## config.mk

```make
export PLATFORM = sky130hd
export DESIGN_NAME = http_chunked_body_decoder_top
export DESIGN_NICKNAME = d
export VERILOG_FILES = /design/src/sv/hcbd_pkg.sv /design/src/sv/hcbd_cfg.sv /design/src/sv/hcbd_core.sv /design/src/sv/http_chunked_body_decoder_top.sv
export SDC_FILE = /design/constraint.sdc
export NUM_CORES = 1
export LEC_CHECK = 0
export ABC_AREA = 1
export BUFFER_PORTS_ARGS = -buffer_cell sky130_fd_sc_hd__buf_2
export CORE_ASPECT_RATIO = 0.75
export CORE_MARGIN = 4
export CORE_UTILIZATION = 37
export DETAILED_ROUTE_END_ITERATION = 7
export GPL_TIMING_DRIVEN = 0
export PLACE_DENSITY = 0.59
export SYNTH_ARGS = -nofsm -noshare
export SYNTH_HDL_FRONTEND = slang
export SYNTH_HIERARCHICAL = 1
export SYNTH_SLANG_ARGS = --single-unit
```

## constraint.sdc

```tcl
create_clock -name clk -period 6.95 [get_ports clk]
set_clock_uncertainty 0.05 [all_clocks]
set_input_delay 1.0425 -clock clk [delete_from_list [all_inputs] [get_ports clk]]
set_output_delay 1.0425 -clock clk [all_outputs]
set_load 0.02 [all_outputs]
```

## src/sv/hcbd_pkg.sv

```systemverilog
// Shared types and constants for the chunked body decoder.
package hcbd_pkg;

  localparam int CHUNK_SIZE_BITS = 32;
  localparam logic [15:0] MAX_TRAILER_RESET = 16'd8192;

  localparam logic [1:0] CMD_BYTE  = 2'd0;
  localparam logic [1:0] CMD_CLOSE = 2'd1;
  localparam logic [1:0] CMD_NEW   = 2'd2;

  localparam logic [2:0] ERR_NONE    = 3'd0;
  localparam logic [2:0] ERR_SIZE    = 3'd1;
  localparam logic [2:0] ERR_TERM    = 3'd2;
  localparam logic [2:0] ERR_TRAILER = 3'd3;
  localparam logic [2:0] ERR_CLOSED  = 3'd4;

  localparam logic [7:0] CH_CR   = 8'h0D;
  localparam logic [7:0] CH_LF   = 8'h0A;
  localparam logic [7:0] CH_SP   = 8'h20;
  localparam logic [7:0] CH_TAB  = 8'h09;
  localparam logic [7:0] CH_SEMI = 8'h3B;

  localparam logic REG_MAX_TRAILER = 1'b0;

  typedef enum logic [2:0] {
    PH_SIZE    = 3'd0,
    PH_DATA    = 3'd1,
    PH_CRLF    = 3'd2,
    PH_TRAILER = 3'd3,
    PH_DONE    = 3'd4,
    PH_ERROR   = 3'd5
  } phase_t;

  typedef enum logic [2:0] {
    SS_LEAD   = 3'd0,
    SS_DIGITS = 3'd1,
    SS_TRAIL  = 3'd2,
    SS_EXT    = 3'd3,
    SS_BAD    = 3'd4
  } size_sub_t;

  typedef struct packed {
    size_sub_t                  sub;
    logic [CHUNK_SIZE_BITS-1:0] acc;
  } size_upd_t;

  typedef struct packed {
    logic       payload_valid;
    logic [7:0] payload_byte;
    logic       body_done;
    logic       error_flag;
    logic [2:0] error_code;
  } result_t;

endpackage

```

## src/sv/hcbd_cfg.sv

```systemverilog
// Configuration register block with APB-style access.
module hcbd_cfg (
  input  logic        clk,
  input  logic        rst,
  input  logic        psel,
  input  logic        penable,
  input  logic        pwrite,
  input  logic [2:0]  paddr,
  input  logic [31:0] pwdata,
  output logic [31:0] prdata,
  output logic        pready,
  output logic [15:0] max_trailer
);
  import hcbd_pkg::*;

  logic wr;

  assign pready = 1'b1;
  assign wr = psel && penable && pwrite && pready;

  always_ff @(posedge clk) begin
    if (rst) begin
      max_trailer <= MAX_TRAILER_RESET;
    end else if (wr && paddr[2] == REG_MAX_TRAILER) begin
      max_trailer <= pwdata[15:0];
    end
  end

  assign prdata = (paddr[2] == REG_MAX_TRAILER) ? {16'd0, max_trailer} : 32'd0;

endmodule

```

## src/sv/hcbd_core.sv

```systemverilog
// Decoder state and the per-byte next-state logic.
module hcbd_core (
  input  logic           clk,
  input  logic           rst,
  input  logic           step,
  input  logic [1:0]     command,
  input  logic [7:0]     data_byte,
  input  logic [15:0]    max_trailer,
  output hcbd_pkg::result_t res
);
  import hcbd_pkg::*;

  localparam int W = CHUNK_SIZE_BITS;

  phase_t     phase, phase_next;
  size_sub_t  sub, sub_next;
  logic       cr, cr_next;
  logic [W-1:0] acc, acc_next;
  logic [W-1:0] rem, rem_next;
  logic [15:0]  tcount, tcount_next;
  logic [2:0]   err, err_next;
  logic         pv;
  logic [7:0]   pb;

  function automatic logic [4:0] hex_val(input logic [7:0] c);
    logic [4:0] r;
    r = 5'd0;
    if (c >= 8'h30 && c <= 8'h39) r = {1'b1, c[3:0]};
    else if ((c >= 8'h61 && c <= 8'h66) || (c >= 8'h41 && c <= 8'h46))
      r = {1'b1, c[3:0] + 4'd9};
    return r;
  endfunction

  function automatic size_upd_t size_char(input size_sub_t s, input logic [W-1:0] a,
                                          input logic [7:0] c);
    size_upd_t  u;
    logic       blank;
    logic [4:0] h;
    u.sub = s;
    u.acc = a;
    blank = (c == CH_SP) || (c == CH_TAB);
    h = hex_val(c);
    unique case (s)
      SS_LEAD, SS_DIGITS: begin
        if (c == CH_SEMI) begin
          u.sub = SS_EXT;
        end else if (h[4]) begin
          if (s == SS_DIGITS && a[W-1:W-4] != 4'd0) begin
            u.sub = SS_BAD;
          end else begin
            u.acc = {a[W-5:0], h[3:0]};
            u.sub = SS_DIGITS;
          end
        end else if (blank) begin
          if (s == SS_DIGITS) u.sub = SS_TRAIL;
        end else begin
          u.sub = SS_BAD;
        end
      end
      SS_TRAIL: begin
        if (c == CH_SEMI) u.sub = SS_EXT;
        else if (!blank) u.sub = SS_BAD;
      end
      default: begin
      end
    endcase
    return u;
  endfunction

  always_ff @(posedge clk) begin
    if (rst) begin
      phase  <= PH_SIZE;
      sub    <= SS_LEAD;
      cr     <= 1'b0;
      acc    <= '0;
      rem    <= '0;
      tcount <= 16'd0;
      err    <= ERR_NONE;
    end else begin
      phase  <= phase_next;
      sub    <= sub_next;
      cr     <= cr_next;
      acc    <= acc_next;
      rem    <= rem_next;
      tcount <= tcount_next;
      err    <= err_next;
    end
  end

  always_comb begin
    size_upd_t u;
    phase_next  = phase;
    sub_next    = sub;
    cr_next     = cr;
    acc_next    = acc;
    rem_next    = rem;
    tcount_next = tcount;
    err_next    = err;
    pv = 1'b0;
    pb = 8'd0;
    u.sub = sub;
    u.acc = acc;
    if (step) begin
      unique case (command)
        CMD_NEW: begin
          phase_next  = PH_SIZE;
          sub_next    = SS_LEAD;
          cr_next     = 1'b0;
          acc_next    = '0;
          rem_next    = '0;
          tcount_next = 16'd0;
          err_next    = ERR_NONE;
        end
        CMD_CLOSE: begin
          if (phase != PH_DONE && phase != PH_ERROR) begin
            phase_next = PH_ERROR;
            err_next   = ERR_CLOSED;
          end
        end
        CMD_BYTE: begin
          unique case (phase)
            PH_SIZE: begin
              if (cr && data_byte == CH_LF) begin
                if (sub == SS_BAD) begin
                  phase_next = PH_ERROR;
                  err_next   = ERR_SIZE;
                end else if (acc == '0) begin
                  phase_next  = PH_TRAILER;
                  tcount_next = 16'd0;
                end else begin
                  rem_next   = acc;
                  phase_next = PH_DATA;
                end
                cr_next  = 1'b0;
                sub_next = SS_LEAD;
                acc_next = '0;
              end else begin
                if (cr) u = size_char(u.sub, u.acc, CH_CR);
                if (data_byte == CH_CR) begin
                  cr_next = 1'b1;
                end else begin
                  cr_next = 1'b0;
                  u = size_char(u.sub, u.acc, data_byte);
                end
                sub_next = u.sub;
                acc_next = u.acc;
              end
            end
            PH_DATA: begin
              pv = 1'b1;
              pb = data_byte;
              rem_next = rem - {{(W-1){1'b0}}, 1'b1};
              if (rem_next == '0) begin
                phase_next = PH_CRLF;
                cr_next    = 1'b0;
                sub_next   = SS_LEAD;
              end
            end
            PH_CRLF: begin
              if (!cr) begin
                cr_next  = 1'b1;
                sub_next = (data_byte == CH_CR) ? SS_LEAD : SS_BAD;
              end else begin
                cr_next  = 1'b0;
                sub_next = SS_LEAD;
                if (sub == SS_BAD || data_byte != CH_LF) begin
                  phase_next = PH_ERROR;
                  err_next   = ERR_TERM;
                end else begin
                  phase_next = PH_SIZE;
                end
              end
            end
            PH_TRAILER: begin
              if (cr && data_byte == CH_LF) begin
                phase_next = PH_DONE;
                cr_next    = 1'b0;
              end else if (tcount >= max_trailer) begin
                phase_next = PH_ERROR;
                err_next   = ERR_TRAILER;
              end else begin
                tcount_next = tcount + 16'd1;
                cr_next     = (data_byte == CH_CR);
              end
            end
            default: begin
            end
          endcase
        end
        default: begin
        end
      endcase
    end
  end

  assign res.payload_valid = pv;
  assign res.payload_byte  = pb;
  assign res.body_done     = (phase_next == PH_DONE);
  assign res.error_flag    = (err_next != ERR_NONE);
  assign res.error_code    = err_next;

endmodule

```

## src/sv/http_chunked_body_decoder_top.sv

```systemverilog
// Top level of the HTTP/1.1 chunked body decoder.
// Takes one word per clock on s_axis (command in tuser, body byte in tdata) and gives
// exactly one status word per input word on m_axis, registered at the same edge that
// accepts the input word. The decoder state updates in one step from the accepted word
// into a one-deep output register, which can refill in the cycle it drains, so
// throughput is one word per clock whenever m_axis_tready is high. While a status word
// waits with m_axis_tready low, s_axis_tready drops and input stalls. Command 2
// restarts a body; the trailer limit is set through the APB port at address 0 and
// survives restarts.
module http_chunked_body_decoder_top (
  input  logic        clk,
  input  logic        rst,
  input  logic        s_axis_tvalid,
  output logic        s_axis_tready,
  input  logic [7:0]  s_axis_tdata,   // [7:0] data_byte
  input  logic [1:0]  s_axis_tuser,   // [1:0] command
  output logic        m_axis_tvalid,
  input  logic        m_axis_tready,
  output logic [15:0] m_axis_tdata,   // [7:0] payload_byte, [8] body_done,
                                      // [9] error_flag, [12:10] error_code
  output logic [0:0]  m_axis_tuser,   // [0] payload_valid
  input  logic        psel,
  input  logic        penable,
  input  logic        pwrite,
  input  logic [2:0]  paddr,
  input  logic [31:0] pwdata,
  output logic [31:0] prdata,
  output logic        pready
);
  import hcbd_pkg::*;

  logic        step;
  logic [15:0] max_trailer;
  result_t     res;

  assign s_axis_tready = !m_axis_tvalid || m_axis_tready;
  assign step = s_axis_tvalid && s_axis_tready;

  hcbd_cfg u_cfg (
    .clk         (clk),
    .rst         (rst),
    .psel        (psel),
    .penable     (penable),
    .pwrite      (pwrite),
    .paddr       (paddr),
    .pwdata      (pwdata),
    .prdata      (prdata),
    .pready      (pready),
    .max_trailer (max_trailer)
  );

  hcbd_core u_core (
    .clk         (clk),
    .rst         (rst),
    .step        (step),
    .command     (s_axis_tuser),
    .data_byte   (s_axis_tdata),
    .max_trailer (max_trailer),
    .res         (res)
  );

  always_ff @(posedge clk) begin
    if (rst) begin
      m_axis_tvalid <= 1'b0;
    end else if (step) begin
      m_axis_tvalid <= 1'b1;
    end else if (m_axis_tready) begin
      m_axis_tvalid <= 1'b0;
    end
  end

  always_ff @(posedge clk) begin
    if (step) begin
      m_axis_tdata <= {3'd0, res.error_code, res.error_flag, res.body_done, res.payload_byte};
      m_axis_tuser <= res.payload_valid;
    end
  end

endmodule

```

Word-level counts from Yosys, hierarchy flattened --
Cells that the tools add are included.
Word-level totals: register bits after elaboration 121, input port bits 52, word-level logic and storage cells 169
Operators by class: add/subtract/negate cells 3, order comparisons 7, eq/ne operators 32, muxes and demuxes 81, bitwise gates (word level) 1, reductions and logical operators 33
Operators by type and width (number):
- $mux W32 | 9
- $mux W35 | 6
- $pmux W32 S2 | 3
- $mux W16 | 6
- $mux W3 | 29
- $logic_not A32 Y1 | 2
- $pmux W16 S2 | 2
- $pmux W3 S3 | 4
- $mux W5 | 7
- $sub A32 B1 Y32 const B | 1
- $eq A8 B4 Y1 const B | 3
- $ne A3 B3 Y1 const B | 7
- $add A16 B1 Y16 const B | 1
- $eq A8 B6 Y1 const B | 2
- $ge A16 B16 Y1 | 1
- $ge A8 B7 Y1 const B | 2
- $le A8 B7 Y1 const B | 2
- $eq A3 B2 Y1 const B | 4
- $ne A3 B2 Y1 const B | 4
- $pmux W3 S2 | 2
- $pmux W3 S4 | 1
- $logic_and A1 B1 Y1 | 10
- $eq A3 B1 Y1 const B | 3
- $logic_not A3 Y1 | 3
- 30 further kinds | 43

Depth between registers and ports, before layout --
Gate-level depths: netlist of the first run.
depth in word-level cells 18, mapped depth 19

By module --
Netlist of the first run, hierarchy kept.
Modules (own cells, without submodules):
- hcbd_core | times used 1, cells an instance 1078, area an instance 6630.1 µm², sequential area each 1801.7 µm²
- hcbd_cfg | times used 1, cells an instance 159, area an instance 1051.0 µm², sequential area each 320.3 µm²
- http_chunked_body_decoder_top | times used 1, cells an instance 24, area an instance 494.2 µm², sequential area each 440.4 µm²

Least setup slack after synthesis of the first run --
OpenSTA, ideal clock, no wires.
path type in2reg, start point input s_axis_tvalid, end point register m_axis_tdata[9] (data pin), setup time 0.266 ns, arrival 2.937 ns, required time 6.634 ns, slack 3.697 ns, cell stages on the path 9, buffers on the path 0, path through inv_1 > a21oi_1 > inv_1 > nor2_1 > nor2_1 > a31oi_1 > nor2_1 > a21oi_1 > nand3_1
RTL lines:
- start: declaration | RTL line http_chunked_body_decoder_top.sv:13 | input logic s_axis_tvalid,
- end signal: assignment | RTL line http_chunked_body_decoder_top.sv:74 | m_axis_tdata <= {3'd0, res.error_code, res.error_flag, res.body_done, res.payload_byte};
- end: declaration | RTL line http_chunked_body_decoder_top.sv:19 | output logic [15:0] m_axis_tdata,

Worst setup path after layout of the first run --
start point input m_axis_tready, end point register u_core.rem[20]
Between the ends: word-level cells in the longest chain between the ends 3
Ends and longest elaborated chain:
- start: declaration | RTL line http_chunked_body_decoder_top.sv:18 | input logic m_axis_tready,
- $logic_or A1 B1 Y1 | RTL line http_chunked_body_decoder_top.sv:36 | assign s_axis_tready = !m_axis_tvalid || m_axis_tready;
- $logic_and A1 B1 Y1 | RTL line http_chunked_body_decoder_top.sv:37 | assign step = s_axis_tvalid && s_axis_tready;
- named net step | RTL line http_chunked_body_decoder_top.sv:32 | logic step;
- $reduce_and A6 Y1 (no source line)
- end signal: assignment | RTL line hcbd_core.sv:84 | rem <= rem_next;
- end: declaration | RTL line hcbd_core.sv:19 | logic [W-1:0] rem, rem_next;
The timed path passes the listed nets, and every way through them passes these cells. A chain may end at the register's enable or synchronous reset.

==> metrics.txt, run 1 <==
number of setup violations in the final report=0; half-perimeter wire length of the detailed placement result=18,000 µm; Hold-fix buffers, CTS=0; ANT cells=0; arrival time of data at the critical path endpoint=3.45 ns; vias in the first global route=7,250; Post-Synthesis Mean Instance Area=6.48 µm²; Clock Sinks=121; cells resized by post-CTS repair=0; Yosys warning count=6; Longest Clk Path Bufs=2; Fmax achieved=0.315 GHz; total global routing track utilization=18.8%; maximum resistive drop on vdd=0.113 mV; crit path kind=input port to flip-flop; IO buf count=64; Clock Pin Slew Worst Setup and Hold Paths=0.06 ns; netlist area before placement=8180 µm²; number of library cell types mapped by synthesis=48; Post-CTS Setup Repair Bufs=0; Wirelength per Cell=14.0 µm; launching element type of the critical path=input port; share of async-settable or async-resettable flops after synthesis=0%; die width=180 µm; number of DRC violations after detailed-routing iteration 0=777; initial antenna violation count=0; part of the Yosys area used for sequential elements=31.3%; post-synthesis compound-gate area fraction=14.2%; final cycle utilization of the critical path=45.6%; adder and majority gate portion of the synthesized area=3.67%; outcome=finished, final reports clean; wire length after detailed routing=23,300 µm; clock root buffer master=sky130_fd_sc_hd__clkbuf_16; multiplexer share of the synthesized area=0%; iteration count of the initial detailed-routing pass=7; simple-gate area share of the yosys netlist=36.8%; DIE HEIGHT=137 µm; number of levels the H-tree was split into=4; Post-Syn Instances=1,261; cell leakage power=4.28 nW; Min-Delay Path Class=flip-flop to flip-flop; Vias per Instance=4.89; final hold viol count=0; Filler Cell Count=2,328; crit path time final=3.17 ns; total DRC errors in the routed layout=0; commonest cells after routing, fill and taps aside=sky130_fd_sc_hd__nand2_1 (307), sky130_fd_sc_hd__nor2_1 (167), sky130_fd_sc_hd__inv_1 (164); number of maximum-capacitance constraint violations=0; aggregate global routing overflow=0; Final Cell Area=9480 µm²; PD cells=219 nW/µm²; post-placement cell area=8920 µm²; final number of max-transition violations=0; setup repair after global routing missed its margin=no; final setup TNS=0 ns; final layout net count=1,437; floorplan die area=24,600 µm²; maximum number of pins on one net before global-route repair=17; relative slew slack=40.0%; kind of capture point of the worst setup path=flip-flop; largest fanout of any net on the critical path=15; number of buffers created by CTS=17; share of post-route cells with drive strength above 1=16.9%; first-pass GRT wire length=37,700 µm; Core ar.=21,400 µm²; total design power=2.08 mW; routability-driven placement congestion ratio=0.888; most common cell after layout, fill and taps aside=sky130_fd_sc_hd__nand2_1; required time reported for the critical path endpoint=7.23 ns; number of rows in the core area=46; number of enable flip-flop cells after synthesis=14; via count=8,122; register bit total from synthesis=121; later-pin clock latency in the skew report=0.42 ns; largest family of logic cells by synthesized area=simple AND/OR/NAND/NOR gates; starting density of the core=38.2%; fraction of synthesized cell area in xor and xnor cells=1.39%; count of pins on the block boundary=104; post-synthesis to final-layout area growth=16.0%; antenna-violating nets left=0; Worst Max-Slew Pin Slew=0.899 ns; TritonCTS clock tree=yes; flip-flop cell with the highest count after synthesis=sky130_fd_sc_hd__dfxtp_1
registers in the layout, indices dropped and copies added, names as in the netlist, 3 cells and up:
signal and count:
u_core/acc 32, u_core/sub 3, m_axis_tdata 13, u_core/err 3, u_core/rem 32, u_cfg/max_trailer 16, u_core/tcount 16, u_core/phase 3
critical path, stage by stage:
cell and delay (ns):
sky130_fd_sc_hd__buf_2 0.08, sky130_fd_sc_hd__inv_2 0.04, sky130_fd_sc_hd__a21oi_2 0.70, sky130_fd_sc_hd__inv_1 0.13
sky130_fd_sc_hd__nor2_1 0.40, sky130_fd_sc_hd__nand3_2 0.25, sky130_fd_sc_hd__nor2_2 0.26, sky130_fd_sc_hd__buf_2 0.29
sky130_fd_sc_hd__nand2_1 0.08, sky130_fd_sc_hd__a21oi_1 0.17
cell usage after synthesis, types with 2 or more instances:
master                     instances  area share (%)
sky130_fd_sc_hd__a211oi_1          4            0.37
sky130_fd_sc_hd__a211oi_2         12             1.8
sky130_fd_sc_hd__a21oi_1         101             6.2
sky130_fd_sc_hd__a21oi_2           2            0.21
sky130_fd_sc_hd__a22oi_1           2            0.18
sky130_fd_sc_hd__a31oi_1           2            0.15
sky130_fd_sc_hd__buf_1             3            0.14
sky130_fd_sc_hd__buf_2            12            0.73
sky130_fd_sc_hd__buf_4            25             2.3
sky130_fd_sc_hd__buf_6             2            0.28
sky130_fd_sc_hd__clkbuf_1         18            0.83
sky130_fd_sc_hd__conb_1            3            0.14
sky130_fd_sc_hd__dfxtp_1         107              26
sky130_fd_sc_hd__edfxtp_1         14             5.1
sky130_fd_sc_hd__ha_1             24             3.7
sky130_fd_sc_hd__inv_1           164             7.5
sky130_fd_sc_hd__inv_2             9            0.41
sky130_fd_sc_hd__nand2_1         307              14
sky130_fd_sc_hd__nand2_2          13            0.99
sky130_fd_sc_hd__nand2_4           5            0.69
sky130_fd_sc_hd__nand3_1          86             5.3
sky130_fd_sc_hd__nand3_2           6            0.73
sky130_fd_sc_hd__nand3b_1          4            0.37
sky130_fd_sc_hd__nand4_1          18             1.4
sky130_fd_sc_hd__nor2_1          167             7.7
sky130_fd_sc_hd__nor2_2           34             2.6
sky130_fd_sc_hd__nor2_4           10             1.4
sky130_fd_sc_hd__nor2_8            2            0.49
sky130_fd_sc_hd__nor3_1            7            0.43
sky130_fd_sc_hd__nor3b_1           2            0.18
sky130_fd_sc_hd__nor4_1            4            0.31
sky130_fd_sc_hd__o211ai_1          3            0.28
sky130_fd_sc_hd__o21ai_0          40             2.4
sky130_fd_sc_hd__o21ai_1          18             1.1
sky130_fd_sc_hd__o22ai_1           7            0.54
sky130_fd_sc_hd__xnor2_1           3            0.32
sky130_fd_sc_hd__xor2_1           10             1.1
path summary, 6_finish.rpt:
path	end	start	slack (ns)	depth (start not counted)
hold reg to reg	u_core/acc[26]	u_core/acc[22]	0.43	2
setup / recovery	u_core/rem[20]	m_axis_tready	3.78	10
hold / removal	u_core/acc[26]	u_core/acc[22]	0.43	2
setup reg to reg	u_core/rem[20]	m_axis_tvalid	4.21	8
per-layer routing:
metal,vias up,share of wire (%),GRT usage [%]
met5,-,0,0
met4,0,0.83,4.48
met3,20,6.5,3.29
met2,239,39,27.1
met1,3672,53,28.9
li1,4191,-,-
area by class of cell:
class                           count  area, µm²  share of cell area (%)
Multi-Input combinational cell    922       4660                    49.1
Clock inverter                     11        124                    1.31
Inverter                          174        654                    6.90
Clock buffer                       20        437                    4.60
Timing Repair Buffer               64        320                    3.38
Buffer                             61        369                    3.89
Sequential cell                   121       2560                    27.0
Tap cell                          288        360                    3.80
logic make-up (layout without fill, tap and decap cells):
group / after synthesis / after routing
other cells: 3 / 20
fa+ha+maj: 24 / 24
simple gates: 667 / 667
buf+inv: 235 / 330
compound gates: 198 / 198
xor+xnor: 13 / 13
flops: 121 / 121
metrics by stage:
step | util, % | setup slack [ns] | hold slack, ns | std cells
floorplan | - | 3.70 | 0.407 | 1278
global placement | 41.7 | 2.83 | 0.416 | 1630
detailed placement | 41.7 | 3.28 | 0.421 | 1630
CTS | 44.3 | 3.74 | 0.430 | 1661
global route | 44.3 | 3.35 | 0.450 | 1661
finish | 44.3 | 3.78 | 0.428 | 1661
power breakdown:
part	internal [mW]	switching, mW
Sequential	0.734	0.0202
Clock	0.526	0.343
Combinational	0.145	0.309
Total	1.40	0.672
Power figures use the tool's default switching activity.
==> run 2: changes to the inputs <==
--- a/config.mk
+++ b/config.mk
@@ -12,7 +12,7 @@
 export CORE_UTILIZATION = 37
 export DETAILED_ROUTE_END_ITERATION = 7
 export GPL_TIMING_DRIVEN = 0
-export PLACE_DENSITY = 0.59
+export PLACE_DENSITY = 0.61
 export SYNTH_ARGS = -nofsm -noshare
 export SYNTH_HDL_FRONTEND = slang
 export SYNTH_HIERARCHICAL = 1
==> constraint.sdc (replaced) <==
create_clock -name clk -period 2.8 [get_ports clk]
set_clock_uncertainty 0.05 [all_clocks]
set_input_delay 0.42 -clock clk [delete_from_list [all_inputs] [get_ports clk]]
set_output_delay 0.42 -clock clk [all_outputs]
set_load 0.02 [all_outputs]
==> run 2 against run 1 <==
Hold slack worse by 0.28 ns. Routed wire length hardly changed. Non-clock buffer count rose by 2. Highest routed layer unchanged. Largest power group unchanged. Count of clock-buffer cells in the layout grew 2.
==> metrics.txt, run 2 (synthesis results as in run 1) <==
capture endpoint of the worst hold path=m_axis_tvalid; share of post-route cells with drive strength above 1=17.3% (+0.40 points); TritonCTS clock tree=yes; aggregate global routing overflow=0 (unchanged); Worst Slack Setup Final=0.209 ns (-3.57 ns); via count=8,145 (+0.28%); Fmax achieved=0.386 GHz; most common cell after layout, fill and taps aside=sky130_fd_sc_hd__nand2_1; Worst Hold Depth=2 (unchanged); maximum number of pins on one net before global-route repair=17 (unchanged); pre-CTS WS=-0.267 ns (-3.55 ns); number of setup violations in the final report=0 (unchanged); Hold-fix buffers, CTS=0 (unchanged); DIE HEIGHT=137 µm (unchanged); PD cells=551 nW/µm² (+150%); crit path time final=2.59 ns; clock root buffer master=sky130_fd_sc_hd__clkbuf_16; launching element type of the critical path=flip-flop; Longest Clk Path Bufs=2 (unchanged); crit path kind=flip-flop to flip-flop; final standard cell utilization of the core=44.7% (+0.37 points); footprint of the multi-input gates=4670 µm² (+0.32%); IO buf count=64 (unchanged); relative slew slack=48.4% (+8.4 points); kind of capture point of the worst setup path=flip-flop; number of maximum-capacitance constraint violations=0 (unchanged); ANT cells=0 (unchanged); antenna-violating nets left=0 (unchanged); floorplan die area=24,600 µm² (unchanged); Final Cell Area=9560 µm² (+0.84%); total design power=5.27 mW (+150%); starting density of the core=38.2% (unchanged); die width=180 µm (unchanged); largest fanout of any net on the critical path=8 (-7); commonest cells after routing, fill and taps aside=sky130_fd_sc_hd__nand2_1 (306), sky130_fd_sc_hd__nor2_1 (167), sky130_fd_sc_hd__inv_1 (164); Worst R2R End=u_core/tcount[1]; post-placement cell area=8920 µm² (unchanged); sequential cell area=2560 µm² (unchanged); cell leakage power=4.33 nW (+1.0%); Clock Sinks=121 (unchanged); setup repair after global routing missed its margin=no; number of levels the H-tree was split into=4 (unchanged); number of DRC violations after detailed-routing iteration 0=803 (+3.3%); number of rows in the core area=46 (unchanged); internal reg-to-reg setup slack=0.21 ns (-4.00 ns); worst hold path startpoint=rst; total global routing track utilization=19.2% (+0.45 points); count of pins on the block boundary=104 (unchanged); cell depth of the worst flop-to-flop path=13 (+5); Regs by FF count=u_core/acc: 32 flops, u_core/rem: 32 flops; final layout net count=1,439 (+0.14%); routability-driven placement congestion ratio=0.890 (+0.21%); arrival time of data at the critical path endpoint=2.84 ns (-0.61 ns); post-synthesis to final-layout area growth=17.0%; Min-Delay Path Class=input port to flip-flop; Worst Max-Slew Pin Slew=0.774 ns (-0.126 ns); beginning of the worst register-to-register path=u_cfg/max_trailer[5]; Vias per Instance=4.89 (+0.10%); final number of max-transition violations=0 (unchanged); Core ar.=21,400 µm² (unchanged); later-pin clock latency in the skew report=0.42 ns (about the same); number of buffers created by CTS=17 (unchanged); final hold viol count=0 (unchanged); Filler Cell Count=2,285 (-1.8%); vias in the first global route=7,400 (+2.1%); outcome=finished, final reports clean; final cycle utilization of the critical path=92.6%; total DRC errors in the routed layout=0 (unchanged); maximum resistive drop on vdd=0.295 mV (+160%); half-perimeter wire length of the detailed placement result=17,700 µm (-1.3%); wire length after detailed routing=23,300 µm (about the same); initial antenna violation count=0 (unchanged); first-pass GRT wire length=38,600 µm (+2.4%); required time reported for the critical path endpoint=3.05 ns (-4.18 ns); Wirelength per Cell=14.0 µm (-0.22%); Clock Pin Slew Worst Setup and Hold Paths=0.06 ns (about the same); iteration count of the initial detailed-routing pass=5 (-2)
run 2: changes by cell type in the layout (fill, tap and decap cells not counted), moves of 2 or more:
cell	change
sky130_fd_sc_hd__clkinv_4	-2
sky130_fd_sc_hd__buf_4	+2
sky130_fd_sc_hd__clkbuf_8	+2
sky130_fd_sc_hd__inv_6	+4
sky130_fd_sc_hd__clkinv_2	-2
sky130_fd_sc_hd__clkbuf_16	+2
sky130_fd_sc_hd__clkbuf_1	-2
run 2: timing repair:
action / 4_1_cts / 5_1_grt
pin swaps: 0 / 1
endpoints found under the setup margin: 1 / 17
endpoints found under the hold margin: 0 / 0
resized for setup: 1 / 3
setup buffers: 0 / 2
run 2: final cells by class:
class                           instances  area share (%)
Multi-Input combinational cell        922            48.8
Timing Repair Buffer                   66            3.51
Sequential cell                       121            26.8
Tap cell                              288            3.77
Buffer                                 61            3.89
Clock inverter                         10            1.06
Inverter                              174            6.84
Clock buffer                           22            5.30
run 2: through the flow:
step | setup TNS [ns] | hold WS [ns] | std cells
finish | 0 | 0.150 | 1664
global route | 0 | 0.147 | 1664
CTS | 0 | 0.135 | 1662
detailed placement | -9.71 | 0.421 | 1630
global placement | -56.28 | 0.418 | 1630
floorplan | 0 | 0.407 | 1278
run 2: power breakdown:
part           total, mW  internal, mW  switching (mW)
Combinational       1.14         0.364           0.773
Sequential          1.87          1.82          0.0506
Clock               2.26          1.39           0.870
Total               5.27          3.57            1.69
run 2: metal layers:
layer  up-vias  GRT usage (%)  part of all wire (%)
li1       4204              -                     -
met1      3660           29.2                    52
met2       260           27.7                    41
met3        21           3.61                   6.4
met4         0           5.08                   1.0
met5         -              0                     0
run 2: how the worst max path moves through the flow:
stage | start | end | slack, ns | cells after the start
final | u_cfg/max_trailer[5] | u_core/tcount[1] | 0.21 | 13
after global placement | s_axis_tvalid | m_axis_tdata[9] | -0.75 | 10
after CTS | u_cfg/max_trailer[5] | u_core/tcount[1] | 0.10 | 13
after floorplan | s_axis_tvalid | m_axis_tdata[9] | 0.17 | 9
after detailed placement | m_axis_tready | m_axis_tdata[9] | -0.27 | 10
after global routing | u_cfg/max_trailer[7] | u_core/tcount[10] | 0.003 | 14
run 2: worst max-delay path, stage by stage, from the launching register on:
cell and delay [ns]:
sky130_fd_sc_hd__dfxtp_1 0.39, sky130_fd_sc_hd__inv_1 0.07, sky130_fd_sc_hd__ha_1 0.32, sky130_fd_sc_hd__a21oi_1 0.18, sky130_fd_sc_hd__o21ai_0 0.10, sky130_fd_sc_hd__o21bai_1 0.18, sky130_fd_sc_hd__nand2_1 0.11, sky130_fd_sc_hd__nand3_1 0.11
sky130_fd_sc_hd__o21ai_1 0.19, sky130_fd_sc_hd__nand2_1 0.11, sky130_fd_sc_hd__nand2_4 0.13, sky130_fd_sc_hd__nand2_4 0.11, sky130_fd_sc_hd__o21ai_0 0.32, sky130_fd_sc_hd__nor2_1 0.08
==> run 3: changes to the inputs <==
--- a/config.mk
+++ b/config.mk
@@ -10,6 +10,7 @@
 export CORE_ASPECT_RATIO = 0.75
 export CORE_MARGIN = 4
 export CORE_UTILIZATION = 37
+export CTS_BUF_LIST = sky130_fd_sc_hd__clkbuf_2 sky130_fd_sc_hd__clkbuf_4 sky130_fd_sc_hd__clkbuf_8
 export DETAILED_ROUTE_END_ITERATION = 7
 export GPL_TIMING_DRIVEN = 0
 export PLACE_DENSITY = 0.61
==> run 3 against run 2 <==
Sequential power hardly changed. Setup slack better by 0.040 ns. Utilization is 0.84 points lower. Highest routed layer unchanged.
==> metrics.txt, run 3 (synthesis results as in run 1) <==
TritonCTS clock tree=yes; final layout net count=1,439 (unchanged); Fmax achieved=0.392 GHz (+1.6%); final number of max-transition violations=0 (unchanged); relative slew slack=45.6% (-2.8 points); final hold viol count=0 (unchanged); kind of capture point of the worst setup path=flip-flop; setup repair after global routing missed its margin=no; final cell count without fillers=1,664 (unchanged); dpl cells=1,630 (unchanged); routability-driven placement congestion ratio=0.890 (unchanged); iteration count of the initial detailed-routing pass=5 (unchanged); total design power=4.75 mW (-9.9%); cell leakage power=4.24 nW (-1.9%); Most Frequent Cell on Critical Path=sky130_fd_sc_hd__nand2_1; most common cell after layout, fill and taps aside=sky130_fd_sc_hd__nand2_1; Worst Slack Setup Final=0.248 ns (+0.0397 ns); critical path, cell by cell=inv_1 -> ha_1 -> a21oi_1 -> o21ai_0 -> o21bai_1 -> nand2_1 -> nand3_1 -> o21ai_1 -> nand2_1 -> nand2_4 -> nand2_4 -> buf_2 -> nand2_1 -> a21oi_1; final cycle utilization of the critical path=91.1% (-1.4 points); vias in the first global route=7,338 (-0.84%); crit path kind=flip-flop to flip-flop; maximum resistive drop on vdd=0.227 mV (-23%); Longest Clk Path Bufs=2 (unchanged); starting density of the core=38.2% (unchanged); die width=180 µm (unchanged); aggregate global routing overflow=0 (unchanged); number of setup violations in the final report=0 (unchanged); required time reported for the critical path endpoint=3.05 ns (about the same); crit path time final=2.55 ns (-0.0397 ns); pre-CTS WS=-0.267 ns (unchanged); final setup TNS=0 ns (unchanged); first-pass GRT wire length=38,200 µm (-1.2%); Min-Delay Path Class=input port to flip-flop; Core ar.=21,400 µm² (unchanged); Clock Sinks=121 (unchanged); cell with the largest stage delay on the worst path=sky130_fd_sc_hd__dfxtp_1; crit-path max cell delay=0.40 ns (about the same); Regs by FF count=u_core/acc: 32 flops, u_core/rem: 32 flops; Wirelength per Cell=13.8 µm (-1.3%); ANT cells=0 (unchanged); Hold-fix buffers, CTS=0 (unchanged); Worst Max-Slew Pin Slew=0.816 ns (+0.0420 ns); PD cells=506 nW/µm² (-8.1%); arrival time of data at the critical path endpoint=2.80 ns (-0.04 ns); number of maximum-capacitance constraint violations=0 (unchanged); maximum number of pins on one net before global-route repair=17 (unchanged); outcome=finished, final reports clean; Filler Cell Count=2,304 (+0.83%); number of rows in the core area=46 (unchanged); commonest cells after routing, fill and taps aside=sky130_fd_sc_hd__nand2_1 (306), sky130_fd_sc_hd__nor2_1 (167), sky130_fd_sc_hd__inv_1 (164); sequential cell area=2560 µm² (unchanged); launching element type of the critical path=flip-flop; DIE HEIGHT=137 µm (unchanged); share of post-route cells with drive strength above 1=17.4% (+0.073 points); number of levels the H-tree was split into=4 (unchanged); total global routing track utilization=18.9% (-0.28 points); post-synthesis to final-layout area growth=14.8%; half-perimeter wire length of the detailed placement result=17,700 µm (unchanged); Vias per Instance=4.85 (-0.86%); antenna-violating nets left=0 (unchanged); initial antenna violation count=0 (unchanged); number of DRC violations after detailed-routing iteration 0=844 (+5.1%); wire length after detailed routing=23,000 µm (-1.3%); clock root buffer master=sky130_fd_sc_hd__clkbuf_8; number of buffers created by CTS=17 (unchanged); Clock Pin Slew Worst Setup and Hold Paths=0.09 ns (+0.03 ns); IO buf count=64 (unchanged); largest fanout of any net on the critical path=10 (+2); later-pin clock latency in the skew report=0.46 ns (+0.04 ns); footprint of the multi-input gates=4670 µm² (unchanged); floorplan die area=24,600 µm² (unchanged); total DRC errors in the routed layout=0 (unchanged); via count=8,075 (-0.86%); count of pins on the block boundary=104 (unchanged)
## run 3: changes by cell type in the layout (fill, tap and decap cells not counted), sizes merged
cell	change
clkbuf	-3
bufinv	+2
buf	+1
## run 3: through the flow
stage | hold slack (ns) | util (%) | instance area (µm²)
floorplan | 0.407 | - | 8240
global placement | 0.418 | 41.7 | 8920
detailed placement | 0.421 | 41.7 | 8920
CTS | 0.0950 | 43.7 | 9360
global route | 0.108 | 43.8 | 9380
finish | 0.120 | 43.8 | 9380
## run 3: final cells by class
cell class	count	area share [%]
clock inverters	12	1.72
repair buffers	66	3.57
clock buffers	20	2.87
inverters	174	6.97
flip-flops and latches	121	27.3
multi-input cells	922	49.8
plain buffers	61	3.93
well taps	288	3.84
## run 3: final timing paths
kind	start	endpoint	slack, ns	depth (start not counted)
max reg2reg	u_cfg/max_trailer[5]	u_core/tcount[10]	0.25	14
min	rst	m_axis_tvalid	0.12	2
max	u_cfg/max_trailer[5]	u_core/tcount[10]	0.25	14
min reg2reg	u_core/acc[22]	u_core/acc[26]	0.43	2
## run 3: critical path, delay by kind of cell, from the launching register on
kind	cells	cell delay [ns]
compound gates	5	0.66
fa+ha+maj	1	0.33
flops	1	0.40
buf+inv	2	0.30
simple gates	6	0.65
## run 3: per-layer routing
metal	vias to the layer above	global-route usage, %	wire length [µm]
li1	4192	-	-
met1	3631	29.2	12100
met2	233	27.1	9140
met3	19	3.53	1480
met4	0	4.61	248
met5	-	0	0
## run 3: what timing repair did
| item | CTS | global route |
|---|---|---|
| setup endpoints to repair | 1 | 17 |
| resized for setup | 1 | 3 |
| buffers inserted | 0 | 2 |
| pin swaps | 0 | 1 |
| gates cloned | 0 | 0 |
## run 3: report_power, final
part / internal [mW] / total, mW / switching, mW
combinational: 0.363 / 1.13 / 0.768
clock: 0.953 / 1.75 / 0.796
sequential: 1.82 / 1.87 / 0.0503
total: 3.13 / 4.75 / 1.61
